==> src/gba_pkg.sv <==
// Shared types and constants of the grouped block allocator.
// Used by every module of the block but gba_ram; depends on nothing.
package gba_pkg;

    localparam int DEF_MAX_GROUPS = 16;
    localparam int DEF_MAX_BLOCKS = 65536;

    localparam logic [1:0] OP_LOAD  = 2'd0;
    localparam logic [1:0] OP_MARK  = 2'd1;
    localparam logic [1:0] OP_ALLOC = 2'd2;
    localparam logic [1:0] OP_NOP   = 2'd3;

    localparam logic [1:0] ST_OK      = 2'd0;
    localparam logic [1:0] ST_NOBLOCK = 2'd1;
    localparam logic [1:0] ST_BADINO  = 2'd2;

    localparam logic [2:0] CFG_FIRST_DATA_BLOCK = 3'd0;
    localparam logic [2:0] CFG_BLOCKS_PER_GROUP = 3'd1;
    localparam logic [2:0] CFG_INODES_PER_GROUP = 3'd2;
    localparam logic [2:0] CFG_TOTAL_BLOCKS     = 3'd3;
    localparam logic [2:0] CFG_GROUP_COUNT      = 3'd4;

    localparam logic [16:0] CURSOR_MAX = 17'h1FFFF;

    typedef struct packed {
        logic [1:0]  opcode;
        logic [3:0]  group_index;
        logic [15:0] free_count;
        logic [15:0] away_count;
        logic [15:0] back_count;
        logic [15:0] fixed_block;
        logic [31:0] inode_number;
        logic        priority_req;
    } t_in_item;

    typedef struct packed {
        logic [15:0] block_number;
        logic        own_group;
        logic [1:0]  status;
    } t_out_item;

    typedef enum logic [3:0] {
        S_CLEAR, S_IDLE, S_LOAD, S_LOAD_WR, S_MARK, S_DIV,
        S_OWN, S_EVAL, S_TEST, S_RESULT
    } t_state;

    typedef enum logic [1:0] {PH_OWN, PH_DOWN, PH_UP} t_phase;

    typedef struct packed {
        logic clr;
        logic capture;
        logic load_mul;
        logic load_wr;
        logic mark_wr;
        logic div_step;
        logic own_init;
        logic rd;
        logic inc_cursor;
        logic next_grp;
        logic grant;
        logic res_bad;
        logic res_fail;
        logic out_load;
    } t_ctl_cmd;

    typedef struct packed {
        logic       clr_last;
        logic [1:0] opcode;
        logic       div_last;
        logic       bad_inode;
        logic       skip;
        logic       grp_last;
        logic       fixed;
        logic       next_past;
        logic       out_free;
    } t_dp_status;

endpackage

==> src/gba_ctl.sv <==
// Controller state machine of the grouped block allocator.
// Depends on gba_pkg; drives the datapath by command, reads its status.
module gba_ctl (
    input  logic                i_clk,
    input  logic                i_rst_n,
    input  logic                i_in_valid,
    output logic                o_in_stall,
    input  gba_pkg::t_dp_status i_st,
    output gba_pkg::t_ctl_cmd   o_cmd
);
    gba_pkg::t_state r_state, n_state;

    always_ff @(posedge i_clk) begin
        if (!i_rst_n) begin
            r_state <= gba_pkg::S_CLEAR;
        end else begin
            r_state <= n_state;
        end
    end

    always_comb begin
        n_state = r_state;
        unique case (r_state)
            gba_pkg::S_CLEAR: if (i_st.clr_last) n_state = gba_pkg::S_IDLE;
            gba_pkg::S_IDLE: begin
                if (i_in_valid) begin
                    unique case (i_st.opcode)
                        gba_pkg::OP_LOAD:  n_state = gba_pkg::S_LOAD;
                        gba_pkg::OP_MARK:  n_state = gba_pkg::S_MARK;
                        gba_pkg::OP_ALLOC: n_state = gba_pkg::S_DIV;
                        default:           n_state = gba_pkg::S_IDLE;
                    endcase
                end
            end
            gba_pkg::S_LOAD:    n_state = gba_pkg::S_LOAD_WR;
            gba_pkg::S_LOAD_WR: n_state = gba_pkg::S_IDLE;
            gba_pkg::S_MARK:    n_state = gba_pkg::S_IDLE;
            gba_pkg::S_DIV:     if (i_st.div_last) n_state = gba_pkg::S_OWN;
            gba_pkg::S_OWN: begin
                n_state = i_st.bad_inode ? gba_pkg::S_RESULT : gba_pkg::S_EVAL;
            end
            gba_pkg::S_EVAL: begin
                if (!i_st.skip) begin
                    n_state = gba_pkg::S_TEST;
                end else if (i_st.grp_last) begin
                    n_state = gba_pkg::S_RESULT;
                end
            end
            gba_pkg::S_TEST: begin
                if (!i_st.fixed) begin
                    n_state = gba_pkg::S_RESULT;
                end else if (i_st.next_past && i_st.grp_last) begin
                    n_state = gba_pkg::S_RESULT;
                end else begin
                    n_state = gba_pkg::S_EVAL;
                end
            end
            gba_pkg::S_RESULT: if (i_st.out_free) n_state = gba_pkg::S_IDLE;
            default: n_state = gba_pkg::S_IDLE;
        endcase
    end

    always_comb begin
        o_cmd      = '0;
        o_in_stall = 1'b1;
        unique case (r_state)
            gba_pkg::S_CLEAR: o_cmd.clr = 1'b1;
            gba_pkg::S_IDLE: begin
                o_in_stall  = 1'b0;
                o_cmd.capture = i_in_valid;
            end
            gba_pkg::S_LOAD:    o_cmd.load_mul = 1'b1;
            gba_pkg::S_LOAD_WR: o_cmd.load_wr  = 1'b1;
            gba_pkg::S_MARK:    o_cmd.mark_wr  = 1'b1;
            gba_pkg::S_DIV:     o_cmd.div_step = 1'b1;
            gba_pkg::S_OWN: begin
                o_cmd.res_bad  = i_st.bad_inode;
                o_cmd.own_init = !i_st.bad_inode;
            end
            gba_pkg::S_EVAL: begin
                o_cmd.rd       = !i_st.skip;
                o_cmd.next_grp = i_st.skip && !i_st.grp_last;
                o_cmd.res_fail = i_st.skip && i_st.grp_last;
            end
            gba_pkg::S_TEST: begin
                o_cmd.grant      = !i_st.fixed;
                o_cmd.inc_cursor = i_st.fixed;
                o_cmd.next_grp   = i_st.fixed && i_st.next_past && !i_st.grp_last;
                o_cmd.res_fail   = i_st.fixed && i_st.next_past && i_st.grp_last;
            end
            gba_pkg::S_RESULT: o_cmd.out_load = i_st.out_free;
            default: o_cmd = '0;
        endcase
    end
endmodule

==> config.mk <==
export PLATFORM = sky130hd
export DESIGN_NAME = gba_ctl
export DESIGN_NICKNAME = d
export VERILOG_FILES = /design/src/gba_pkg.sv /design/src/gba_ctl.sv
export SDC_FILE = /design/constraint.sdc
export NUM_CORES = 1
export LEC_CHECK = 0
export ABC_AREA = 1
export BUFFER_PORTS_ARGS = -buffer_cell sky130_fd_sc_hd__buf_4
export CORE_AREA = 2 2 39 41
export CTS_CLUSTER_DIAMETER = 120
export DETAILED_ROUTE_END_ITERATION = 10
export DIE_AREA = 0 0 41 43
export GPL_TIMING_DRIVEN = 0
export PLACE_DENSITY = 0.79
export RECOVER_POWER = 50
export REMOVE_ABC_BUFFERS = 1
export SYNTH_ARGS = -nofsm -noshare
export SYNTH_HDL_FRONTEND = slang
export SYNTH_SLANG_ARGS = --single-unit
==> constraint.sdc <==
create_clock -name i_clk -period 3.3 [get_ports i_clk]
set_clock_uncertainty 0.1 [all_clocks]
set_input_delay 0.33 -clock i_clk [delete_from_list [all_inputs] [get_ports i_clk]]
set_output_delay 0.33 -clock i_clk [all_outputs]
set_load 0.01 [all_outputs]
==> metrics.cfg, run 1 <==
[sta]
worstMarginPinSlew_ps=479.6
setup_ws_ps=1272
maxSlewHeadroom_pct=67.91
hold_ws_ps=258.7
tns_ps=0
hold_violations=0
slew_violations=0
period_share_pct=61.45
period_needed_ps=2028
max_freq_mhz=493.1
rsz0062_at_grt=false
setup_violations=0

[synthesis]
yosysSeqAreaShare_pct=15.42
synth_seq_cells=4
synth_top_cell_area_share_pct=16.63
synth.largest_area_cell=inv_1
synth-warning-count=0
synthDistinctLibCells=19
synth_area_leaders=inv_1 17%, dfxtp_1 15%, nand2_1 14%, nor2_1 12%, nand3_1 9.6%
syn_avg_cell_area_um2=5.353
synthesis.area_um2=519.2
syn-instance-count=97

[clock_tree]
clkTransAtPathRegs_ps=40
ctsResizeCount=0
clock-sinks=4
cts_buffers=3
cts_root_buf=clkbuf_4
cts_buffer_depth=2
htree_levels=1
cts.hold.buffers_added=0
cts_setup_buffers=0
cts_tree=built
clkLatencyLatePin_ps=240

[finish]
final_cell_mix=25 x buf_4, 24 x inv_1, 20 x nand2_1, 19 x nor2_1, 11 x nand3_1
fillerInstances=165
drive_gt1_share_pct=24.41
multi_input_area_um2=336.6
final_common_cell=buf_4
fin_nets=145
largest_reg_flops=4
n_antenna_cell=0
final_util_pct=53.80
seq_area_um2=80.08
syn_to_final_growth_pct=43.37
largest_register=r_state
top_regs=r_state: 4 flops

[floorplan]
start_util_pct=37.52
die_h_um=43
ios=28
core_area_um2=1384
rows=14
die_area_um2=1763
dieWidth_um=41

[placed_design]
portBuffers=27
dp_hpwl_mm=1.196
preCtsSetupSlack_ps=1610
gp_congestion=0.8418

[flow_run]
max_cap_viol_count=0

[worst_setup_path]
cp_max_fo=6
r2r-start=r_state[3]
startpoint_type=flip-flop
critPathMostFrequentCell=nor2_1
r2r-end=r_state[1]
crit_path_max_incr_delay_ps=350
rr_worst_depth=6
crit_path_top_delay_cell=dfxtp_1
critPathArrivalTime_ps=1600
cp-end-kind=primary output
reg2reg_slack_ps=1780
crit_chain=nor2_1, nand3_1, nor2_1, a22oi_1, nor3b_1, buf_4
crit_required_ps=2870
timing_worst_setup_path_type=reg2out

[global_routing]
met1_usage_pct=21.47
grt_use_total_pct=18.66
grt_pass1_vias=634
grt_pass1_wl_mm=2.311
gr-usage-met3_pct=0.5236
grt.busiest_layer=met2
grt_use_met2_pct=31.87
grt_max_degree=8
grt_overflow_total=0
antenna_found_initial=0

[min_path]
min_from=i_rst_n
holdPathStages=3
whs_endpoint=r_state[2]
min_path_type=in2reg

[drt]
drt_pre_antenna_iters=4
vias=687
drc=0
wl_per_cell_um=9.755
drtIter0Drc=5
drt-total-wl_mm=1.395
ant_nets=0
routed_via_density=4.804

[power]
ir_drop_uv=162.6
leakage_nw=0.4520
p_per_area_nw_per_um2=272.0
total_power_uw=202.5

[outcome]
status=complete, no violations

[synth_stat cells]
cell type   n
a21oi_1     4
a22oi_1     1
dfxtp_1     4
ha_1        3
inv_1      23
inv_2       1
nand2_1    20
nand2_2     1
nand3_1    10
nand3_2     1
nand3b_1    1
nand4_1     2
nor2_1     16
nor2_2      5
nor3_1      1
nor3b_1     1
nor4_1      1
o211ai_1    1
o21ai_0     1
[where the power goes]
| group | total (mW) | internal [mW] | switching [mW] |
|---|---|---|---|
| clock | 0.0617 | 0.0407 | 0.0210 |
| sequential | 0.0565 | 0.0523 | 0.00412 |
| combinational | 0.0843 | 0.0363 | 0.0480 |
| total | 0.203 | 0.129 | 0.0731 |
[cell type report]
| type | count | area share (%) |
|---|---|---|
| Inverter | 24 | 12.10 |
| Timing Repair Buffer | 27 | 26.22 |
| Sequential cell | 4 | 10.76 |
| Multi-Input combinational cell | 69 | 45.21 |
| Tap cell | 16 | 2.689 |
| Clock buffer | 3 | 3.025 |
[worst max-delay path: cells and delay by family, from the launching register on]
kind	cells	cell delay [ps]
buf+inv	1	150
compound gates	1	100
simple gates	4	760
flops	1	350
[cells by family after synthesis]
group           Yosys count  share of synthesized area [%]
flops                     4                          15.42
compound gates            7                          7.711
simple gates             59                          52.29
buf+inv                  24                          17.35
fa+ha+maj                 3                          7.230
[layer usage]
metal	wire length (µm)	up-vias	share of wire (%)
met1	577	309	41
met2	738	16	53
met3	61	2	4.4
met5	0	-	0
met4	18	0	1.3
li1	-	360	-
[worst max-delay path by stage]
stage	from	endpoint	cells after the start
6_report	r_state[1]	o_cmd[1]	6
5_1_grt	r_state[1]	o_cmd[1]	6
3_5_place_dp	r_state[1]	o_cmd[1]	6
3_3_place_gp	r_state[1]	o_cmd[1]	6
4_1_cts	r_state[1]	o_cmd[1]	6
2_1_floorplan	r_state[1]	o_cmd[1]	5
[per-stage QoR]
stage | instance area (µm²) | instances
floorplan | 519.2 | 97
global placement | 742.0 | 140
detailed placement | 742.0 | 140
CTS | 764.5 | 143
global route | 744.5 | 143
finish | 744.5 | 143
Note: power is estimated with default switching activity, not from simulation.
==> run 2, diff against run 1 <==
clock period = 1.9 ns   (was 3.3 ns; I/O delays follow)
==> run 2 against run 1 <==
  * Hold slack got worse by 140 ps
  * Utilization increased by 0.54 points
  * Setup slack lost 1100 ps
  * Clock-buffer cell count did not move
  * Largest power group unchanged
  * Flip-flop and latch count stayed put
  * Critical path depth did not move
  * Clock power rose by 73%
  * Global-route usage unchanged
  * First-iteration DRC count is 100% higher
  * Critical path type unchanged
  * Routed wire length down 0.14%
  * Sequential power increased by 75%
  * Non-clock buffer count stayed put
==> metrics.cfg, run 2 (synthesis results as in run 1) <==
[worst_setup_path]
crit_path_max_incr_delay_ps=350
timing_worst_setup_path_type=reg2out
crit_chain=nor2_2, nand3_2, nor2_1, a22oi_1, nor3b_1, buf_4
critPathArrivalTime_ps=1470
startpoint_type=flip-flop
rr_worst_depth=6
cp-end-kind=primary output
cp.depth=6
crit_buf_inv=1
crit_required_ps=1610
cp_top_family=simple AND/OR/NAND/NOR gates
cp_max_fo=6
crit_path_top_delay_cell=dfxtp_1

[power]
p_per_area_nw_per_um2=471.0
total_power_uw=354.2
leakage_nw=0.4527
ir_drop_uv=284.9

[sta]
setup_ws_ps=136.5
maxSlewHeadroom_pct=68.17
period_needed_ps=1763
tns_ps=0
max_freq_mhz=567.1
rsz0062_at_grt=false
period_share_pct=92.82
slew_violations=0
hold_violations=0
worstMarginPinSlew_ps=475.7
setup_violations=0

[finish]
instances_no_fill=143
final_common_cell=buf_4
n_antenna_cell=0
final_cell_mix=25 x buf_4, 24 x inv_1, 20 x nand2_1, 18 x nor2_1, 10 x nand3_1
fin_nets=145
largest_reg_flops=4
final_util_pct=54.34
largest_register=r_state
syn_to_final_growth_pct=44.82
drive_gt1_share_pct=25.98
top_regs=r_state: 4 flops

[global_routing]
grt_pass1_vias=634
grt_use_met2_pct=31.87
antenna_found_initial=0
met1_usage_pct=21.47
grt_use_total_pct=18.66
grt_pass1_wl_mm=2.311
gr-usage-met3_pct=0.5236
grt_max_degree=8
grt_overflow_total=0
grt.busiest_layer=met2

[clock_tree]
cts_tree=built
htree_levels=1
cts_root_buf=clkbuf_4
ctsResizeCount=0
cts_setup_buffers=0
cts.hold.buffers_added=0
clock-sinks=4
cts_buffer_depth=2
clkLatencyLatePin_ps=240
cts_buffers=3
clkTransAtPathRegs_ps=40

[drt]
drc=0
wl_per_cell_um=9.741
vias=692
drt-total-wl_mm=1.393
ant_nets=0
routed_via_density=4.839
drt_pre_antenna_iters=4
drtIter0Drc=10

[floorplan]
dieWidth_um=41
start_util_pct=37.52
core_area_um2=1384
rows=14
die_h_um=43
ios=28
die_area_um2=1763

[min_path]
holdPathStages=3
min_path_type=in2reg

[placed_design]
gp_congestion=0.8418
portBuffers=27
preCtsSetupSlack_ps=350.0
dp.cells=140
dp_hpwl_mm=1.196

[outcome]
status=complete, no violations

[flow_run]
max_cap_viol_count=0

-- run 2: cell types whose count changed in the layout (fill, tap and decap cells not counted) --
cell     previous run  this run
nand3_2             0         1
nand3_1            11        10
nor2_1             19        18
nor2_2              2         3
-- run 2: worst min-delay path, stage by stage --
cell,delay [ps]
buf_4,80
inv_1,50
a21oi_1,100
-- run 2: area by class of cell --
cell class / count / area [µm²]
Inverter: 24 / 90.09
Multi-Input combinational cell: 69 / 344.1
Fill cell: 164 / 631.9
Clock buffer: 3 / 22.52
Sequential cell: 4 / 80.08
Tap cell: 16 / 20.02
Timing Repair Buffer: 27 / 195.2
-- run 2: routing by layer --
metal,vias to the layer above,part of all wire (%)
met5,-,0
met4,0,1.3
met3,2,4.5
met2,20,54
met1,309,40
li1,361,-
-- run 2: power breakdown --
group | switching [mW] | internal, mW
combinational | 0.0843 | 0.0641
sequential | 0.00773 | 0.0909
clock | 0.0364 | 0.0707
total | 0.128 | 0.226
-- run 2: worst paths after layout --
kind | startpoint | endpoint | slack, ps
worst max-delay path | r_state[1] | o_cmd[1] | 140
worst max register to register | r_state[3] | r_state[1] | 370
worst min-delay path | i_rst_n | r_state[2] | 120
worst min register to register | r_state[2] | r_state[2] | 420
-- run 2: through the flow --
stage | hold WS (ps) | cell area [µm²]
3_5_place_dp | 374.2 | 742.0
3_3_place_gp | 367.9 | 742.0
4_1_cts | 121.3 | 764.5
6_report | 118.7 | 752.0
5_1_grt | 133.1 | 752.0
2_1_floorplan | 241.3 | 519.2
==> run 3, diff against run 2 <==
CELL_PAD_IN_SITES_DETAIL_PLACEMENT = 1   (was not set)
CELL_PAD_IN_SITES_GLOBAL_PLACEMENT = 1   (was not set)
CORE_AREA = not set   (was 2 2 39 41)
CORE_ASPECT_RATIO = 1.25   (was not set)
CORE_UTILIZATION = 26   (was not set)
DIE_AREA = not set   (was 0 0 41 43)
PLACE_DENSITY = 0.83   (was 0.79)
==> run 3 against run 2 <==
  * Register-to-register slack got worse by 180 ps
  * Clock-buffer cell count did not move
  * First-iteration DRC count fell by 30%
  * Cell count rose by 2.1%
  * Flip-flop and latch count did not move
  * Clock power barely moved
  * Hold slack improved by 13 ps
  * Critical path depth did not move
  * Via count rose by 2.7%
  * Routed wire length rose by 30%
  * Sequential share of layout area fell by 0.13 points
  * Critical endpoint unchanged
==> metrics.cfg, run 3 (synthesis results as in run 1) <==
[power]
total_power_uw=370.4
ir_drop_uv=269.3
p_per_area_nw_per_um2=479.0
leakage_nw=0.4595

[drt]
drc=0
ant_nets=0
vias=711
drt-total-wl_mm=1.804
drt_pre_antenna_iters=3
routed_via_density=4.870
drtIter0Drc=7
wl_per_cell_um=12.36

[sta]
hold_ws_ps=131.3
slew_violations=0
hold_violations=0
period_needed_ps=1785
tns_ps=0
period_share_pct=93.94
rsz0062_at_grt=false
setup_violations=0
max_freq_mhz=560.2
maxSlewHeadroom_pct=70.13
worstMarginPinSlew_ps=446.4

[clock_tree]
clock-sinks=4
cts.hold.buffers_added=0
clkLatencyLatePin_ps=240
cts_buffers=3
clkTransAtPathRegs_ps=40
ctsResizeCount=1
htree_levels=1
cts_setup_buffers=0
cts_buffer_depth=2
cts_root_buf=clkbuf_4
cts_tree=built

[finish]
final_cell_mix=26 x buf_4, 23 x inv_1, 21 x nand2_1, 17 x nor2_1, 10 x nand3_1
fin_nets=145
top_regs=r_state: 4 flops
drive_gt1_share_pct=28.35
final_common_cell=buf_4
largest_register=r_state
n_antenna_cell=0
syn_to_final_growth_pct=48.92
final_util_pct=42.27
largest_reg_flops=4

[global_routing]
grt_pass1_vias=757
grt_use_total_pct=18.57
grt_max_degree=8
antenna_found_initial=0
grt_overflow_total=0
grt_pass1_wl_mm=3.042

[floorplan]
ios=28
dieWidth_um=41.97
rows=17
die_h_um=51.97
core_area_um2=1829
die_area_um2=2181
start_util_pct=28.39

[worst_setup_path]
cp-end-kind=primary output
cp_max_fo=5
crit_required_ps=1610
timing_worst_setup_path_type=reg2out
critPathArrivalTime_ps=1490
startpoint_type=flip-flop

[placed_design]
dp_hpwl_mm=1.535
portBuffers=27
gp_congestion=0.7671

[flow_run]
max_cap_viol_count=0

[outcome]
status=complete, no violations

[min_path]
min_path_type=in2reg

-- run 3: changes by cell type in the layout (fill, tap and decap cells not counted), sizes merged --
cell / previous run / this run
clkbuf: 5 / 4
buf: 25 / 26
-- run 3: final cells by class --
class | count | area, µm²
clock buffers | 3 | 22.52
fillers | 268 | 1056
inverters | 24 | 90.09
multi-input cells | 69 | 356.6
flip-flops and latches | 4 | 81.33
well taps | 19 | 23.77
repair buffers | 27 | 198.9
-- run 3: path summary, 6_finish.rpt --
path,from,endpoint,slack (ps),cells after the start
hold reg to reg,r_state[2],r_state[2],430,2
setup reg to reg,r_state[3],r_state[3],190,6
setup / recovery,r_state[0],o_cmd[1],120,6
hold / removal,i_rst_n,r_state[2],130,3
-- run 3: critical path: stages (launching register included) --
cell and delay, ps:
dfxtp_1 350, nor2_4 170, nand3_4 110, nor2_2 140, a22oi_1 100, nor3b_1 210, buf_4 160
-- run 3: stage by stage --
step           worst slack [ps]  cell area [µm²]  std cells
2_1_floorplan             391.0            519.2         97
3_3_place_gp              335.8            745.7        143
3_5_place_dp              220.0            745.7        143
4_1_cts                   36.19            773.2        146
5_1_grt                   12.37            773.2        146
6_report                  115.0            773.2        146
-- run 3: metal layers --
layer	global-route usage, %	up-vias	routed length [µm]
li1	-	360	-
met1	17.92	328	697
met2	36.46	18	989
met3	2.778	5	73
met4	11.29	0	44
met5	0	-	0
-- run 3: report_power, final --
part	switching (mW)	leakage (nW)	internal, mW	total, mW
registers	0.0100	0.0331	0.0911	0.101
logic	0.0930	0.413	0.0658	0.159
clock network	0.0394	0.0138	0.0710	0.110
total	0.142	0.459	0.228	0.370
